File: config.mk
export PLATFORM = sky130hd
export DESIGN_NAME = eq_cordic_stage
export DESIGN_NICKNAME = d
export VERILOG_FILES = /design/src/eq_pkg.sv /design/src/eq_cordic_stage.sv
export SDC_FILE = /design/constraint.sdc
export NUM_CORES = 2
export LEC_CHECK = 0
export BUFFER_PORTS_ARGS = -buffer_cell sky130_fd_sc_hd__buf_2
export CAP_MARGIN = 20
export CORE_MARGIN = 4
export CORE_UTILIZATION = 40
export CTS_BUF_LIST = sky130_fd_sc_hd__clkbuf_2 sky130_fd_sc_hd__clkbuf_4 sky130_fd_sc_hd__clkbuf_8
export DETAILED_ROUTE_END_ITERATION = 6
export PLACE_DENSITY = 0.67
export SYNTH_ARGS = -nofsm -noshare
export SYNTH_HDL_FRONTEND = slang
export SYNTH_SLANG_ARGS = --single-unit
File: constraint.sdc
create_clock -name clk -period 43.8 [get_ports clk]
set_input_delay 8.76 -clock clk [delete_from_list [all_inputs] [get_ports clk]]
set_output_delay 8.76 -clock clk [all_outputs]
set_load 0.005 [all_outputs]
File: src/eq_pkg.sv
`default_nettype none
package eq_pkg;

	localparam int CORDIC_ITERS = 24;
	localparam int STEP_BITS = 5;
	localparam int TRIG_BITS = 32;
	localparam int PHASE_BITS = 34;
	localparam int FIELD_BITS = 16;

	localparam logic signed [TRIG_BITS-1:0] CORDIC_GAIN = 32'sd652032874;

	localparam int AX_ROLL = 0;
	localparam int AX_PITCH = 1;
	localparam int AX_YAW = 2;

	localparam logic [31:0] ATAN_TURN [CORDIC_ITERS] = '{
		32'd536870912, 32'd316933406, 32'd167458907, 32'd85004756,
		32'd42667331, 32'd21354465, 32'd10679838, 32'd5340245,
		32'd2670163, 32'd1335087, 32'd667544, 32'd333772,
		32'd166886, 32'd83443, 32'd41722, 32'd20861,
		32'd10430, 32'd5215, 32'd2608, 32'd1304,
		32'd652, 32'd326, 32'd163, 32'd81
	};

	typedef struct packed {
		logic signed [TRIG_BITS-1:0]  x;
		logic signed [TRIG_BITS-1:0]  y;
		logic signed [PHASE_BITS-1:0] ph;
	} eq_rot_t;

	typedef eq_rot_t [2:0] eq_rot3_t;

	typedef struct packed {
		logic signed [TRIG_BITS-1:0] c;
		logic signed [TRIG_BITS-1:0] s;
	} eq_sc_t;

	typedef eq_sc_t [2:0] eq_sc3_t;

endpackage
`default_nettype wire

File: src/eq_cordic_stage.sv
`default_nettype none
module eq_cordic_stage (
	input  wire logic                          clk,
	input  wire logic                          arst_n,
	input  wire logic [eq_pkg::STEP_BITS-1:0]  step_idx,
	input  wire logic                          up_valid,
	output logic                               up_stall,
	input  wire eq_pkg::eq_rot3_t              up_data,
	output logic                               dn_valid,
	output eq_pkg::eq_rot3_t                   dn_data,
	input  wire logic                          dn_stall
);
	import eq_pkg::*;

	logic     vld_s1;
	eq_rot3_t data_s1;
	eq_rot3_t nxt;
	logic signed [PHASE_BITS-1:0] atan_ext;

	assign atan_ext = $signed({2'b00, ATAN_TURN[step_idx]});

	always_comb begin
		for (int a = 0; a < 3; a++) begin
			if (!up_data[a].ph[PHASE_BITS-1]) begin
				nxt[a].x  = $signed(up_data[a].x) - ($signed(up_data[a].y) >>> step_idx);
				nxt[a].y  = $signed(up_data[a].y) + ($signed(up_data[a].x) >>> step_idx);
				nxt[a].ph = $signed(up_data[a].ph) - atan_ext;
			end else begin
				nxt[a].x  = $signed(up_data[a].x) + ($signed(up_data[a].y) >>> step_idx);
				nxt[a].y  = $signed(up_data[a].y) - ($signed(up_data[a].x) >>> step_idx);
				nxt[a].ph = $signed(up_data[a].ph) + atan_ext;
			end
		end
	end

	assign up_stall = vld_s1 && dn_stall;

	always_ff @(posedge clk or negedge arst_n) begin
		if (!arst_n) begin
			vld_s1 <= 1'b0;
		end else if (!up_stall) begin
			vld_s1 <= up_valid;
		end
	end

	always_ff @(posedge clk) begin
		if (!up_stall && up_valid) begin
			data_s1 <= nxt;
		end
	end

	assign dn_valid = vld_s1;
	assign dn_data  = data_s1;

endmodule
`default_nettype wire

==> qor.yml <==
sta:
  max_slew_margin_pct: 19.5
  finalSetupTns_ns: 0
  fin_ws_ns: 25.88
  setup_viol: 0
  fmax_mhz: 55.8
  timing.final.hold_violations: 0
  slew_viol_final: 0
  timing.final.crit_share_pct: 40.9
  min_period_ns: 17.92
  skew_ns: 0.0353
  rsz0062_at_grt: "no"
  worstMarginPinSlew_ns: 1.18
clock_network:
  cts_made_buffers: 56
  cts_setup_buffers: 0
  clock-sinks: 295
  htreeDepth: 2
  cts_tree: "done"
  clkTransAtPathRegs_ns: 0.06
  cts_resized: 0
  cts_max_path_buffers: 3
  root_buffer: "clkbuf_8"
  clk_latency_ns: 0.75
  holdBufCountCts: 0
min_path:
  min_path_type: "reg -> reg"
  hold_path_depth: 2
drt:
  drc: 0
  drtIter0Drc: 5485
  wire_per_inst_um: 26.9
  vias_per_cell: 6.42
  firstDrtPassIters: 6
  routed_wl_mm: 175
  dr_total_vias: 41900
  antenna_left: 0
synth:
  synth_fp_nets: 5226
  syn_avg_cell_area_um2: 9.02
  seq_area_frac_synth_pct: 21.3
  yosysUniqueCellTypes: 107
  async_reset_ff_share_pct: 0.339
  synth-main-ff-cell: "edfxtp_1"
  synth_seq_cells: 295
  synth_enable_flop_cells: 294
  netlist_area_um2: 41600
  synthCells: 4614
  ys_warn_count: 0
placed_design:
  place_hpwl_mm: 137
  dp_worst_setup_slack_ns: 25.88
  io_buffers: 598
  place_congestion: 1.03
critical_path:
  cp-end-kind: "output pin"
  worstPathRequired_ns: 35.04
  crit_type: "in -> out"
  setup.worst_path.start_class: "input port"
  rr_worst_depth: 5
  cp.arrival_ns: 9.16
  crit_fanout: 3
global_routing:
  grt.total_usage_pct: 30.5
  grt_pass1_wl_mm: 254
  grt_max_degree: 135
  overflow: 0
  grt_pass1_vias: 39800
  antenna_found_initial: 24
run_status:
  status: "finished clean"
power_and_ir_drop:
  power.net_switching_mw: 0.642
  peakVddDrop_v: 0.0000244
  swShare_pct: 41.9
  clkPwrFrac_pct: 19.1
  seq_power_share_pct: 27.0
  power.density_nw_per_um2: 32.7
  comb_power_share_pct: 54.0
  p_leak_nw: 19.2
  internal-power_mw: 0.891
floorplan:
  die_y_um: 331
  num_io_pins: 599
  core-area_um2: 103000
  die_area_um2: 109000
  start_util_pct: 40.2
  rows: 118
  die_w_um: 331
run:
  max_cap_violations: 0
final_layout:
  finalNetCount: 5686
  final_cell_mix: "592 x buf_2, 370 x a21oi_1, 349 x nor2_1, 347 x nand2_1, 300 x ha_1"
  layout_commonest_cell: "buf_2"
  drive_above_1_share_pct: 21.7
  synthToLayoutAreaGrowth_pct: 12.7
==> stage by stage <==
stage          instance area (um2)  util, %  instances  power (mW)  hold WS, ns
6_report                     46900     45.3       6522        1.53        0.695
2_1_floorplan                41600        -       4614       0.978        0.639
4_1_cts                      46800     45.3       6500        1.53        0.706
3_5_place_dp                 45700     44.1       6395        1.23        0.688
3_3_place_gp                 45700     44.1       6394        1.23        0.679
5_1_grt                      46900     45.3       6508        1.63        0.729
==> power by group through the flow <==
| stage | sequential (mW) | combinational [mW] | clock (mW) |
|---|---|---|---|
| global route | 0.418 | 0.900 | 0.317 |
| CTS | 0.415 | 0.817 | 0.302 |
| floorplan | 0.431 | 0.547 | 0 |
| global placement | 0.419 | 0.806 | 0 |
| finish | 0.414 | 0.827 | 0.292 |
| detailed placement | 0.420 | 0.811 | 0 |
==> flip-flops by register name, summed over array words and instances, names as in the netlist <==
register / cells
dn_data: 294
dn_valid: 1
==> final cells by class <==
| cell class | count | area [um2] |
|---|---|---|
| well taps | 1380 | 1730 |
| inverters | 124 | 468 |
| flip-flops and latches | 295 | 8850 |
| repair buffers | 660 | 3520 |
| diodes | 21 | 52.6 |
| fillers | 10100 | 56600 |
| multi-input cells | 3937 | 31100 |
| clock buffers | 69 | 868 |
| clock inverters | 36 | 302 |
==> kinds of logic after synthesis <==
group	count (synthesis)	synth area share, %
buf+inv	382	4.14
flops	295	21.3
compound gates	1458	23.2
simple gates	1216	14.2
fa+ha+maj	309	9.45
mux	500	18.1
xor+xnor	454	9.55
==> synthesized netlist by cell type (all sizes together), types with 20 or more instances <==
master | instances | area, um2
a21oi | 370 | 1850
nor2 | 353 | 1330
nand2 | 348 | 1310
ha | 300 | 3750
xnor2 | 297 | 2600
edfxtp | 294 | 8830
o21ai | 268 | 1340
mux4 | 192 | 4320
mux2i | 190 | 1900
xor2 | 157 | 1380
buf | 153 | 865
inv | 123 | 462
a21o | 118 | 886
mux2 | 118 | 1330
clkbuf | 105 | 395
nand3 | 87 | 435
a31oi | 75 | 469
nor3 | 75 | 395
a211oi | 73 | 558
nand2b | 62 | 388
and2 | 61 | 382
nor2b | 55 | 344
o22ai | 55 | 344
o21a | 53 | 398
a22oi | 47 | 353
o211ai | 47 | 353
and3 | 44 | 275
o21bai | 42 | 315
a221oi | 33 | 302
o31ai | 23 | 178
nor3b | 22 | 188
a2111oi | 20 | 183
a21boi | 20 | 150
==> critical path, stage by stage <==
cell and delay (ns):
buf_2 0.09, and2_1 0.17, buf_2 0.14
==> final timing paths <==
path / startpoint / slack [ns] / end
setup / recovery: dn_stall / 25.88 / up_stall
hold / removal: dn_valid / 0.69 / dn_valid
setup reg to reg: dn_valid / 40.67 / dn_data[82]
hold reg to reg: dn_valid / 0.69 / dn_valid
max in group asynchronous: arst_n / 35.90 / dn_valid
min in group asynchronous: arst_n / 7.81 / dn_valid
==> metal layers <==
metal	global-route usage (%)	wire length, um	vias up
li1	-	-	18700
met3	7.91	19500	534
met5	0	61	-
met2	49.9	79700	2610
met1	37.9	66600	20000
met4	13.8	9490	12
Power figures use the tool's default switching activity.
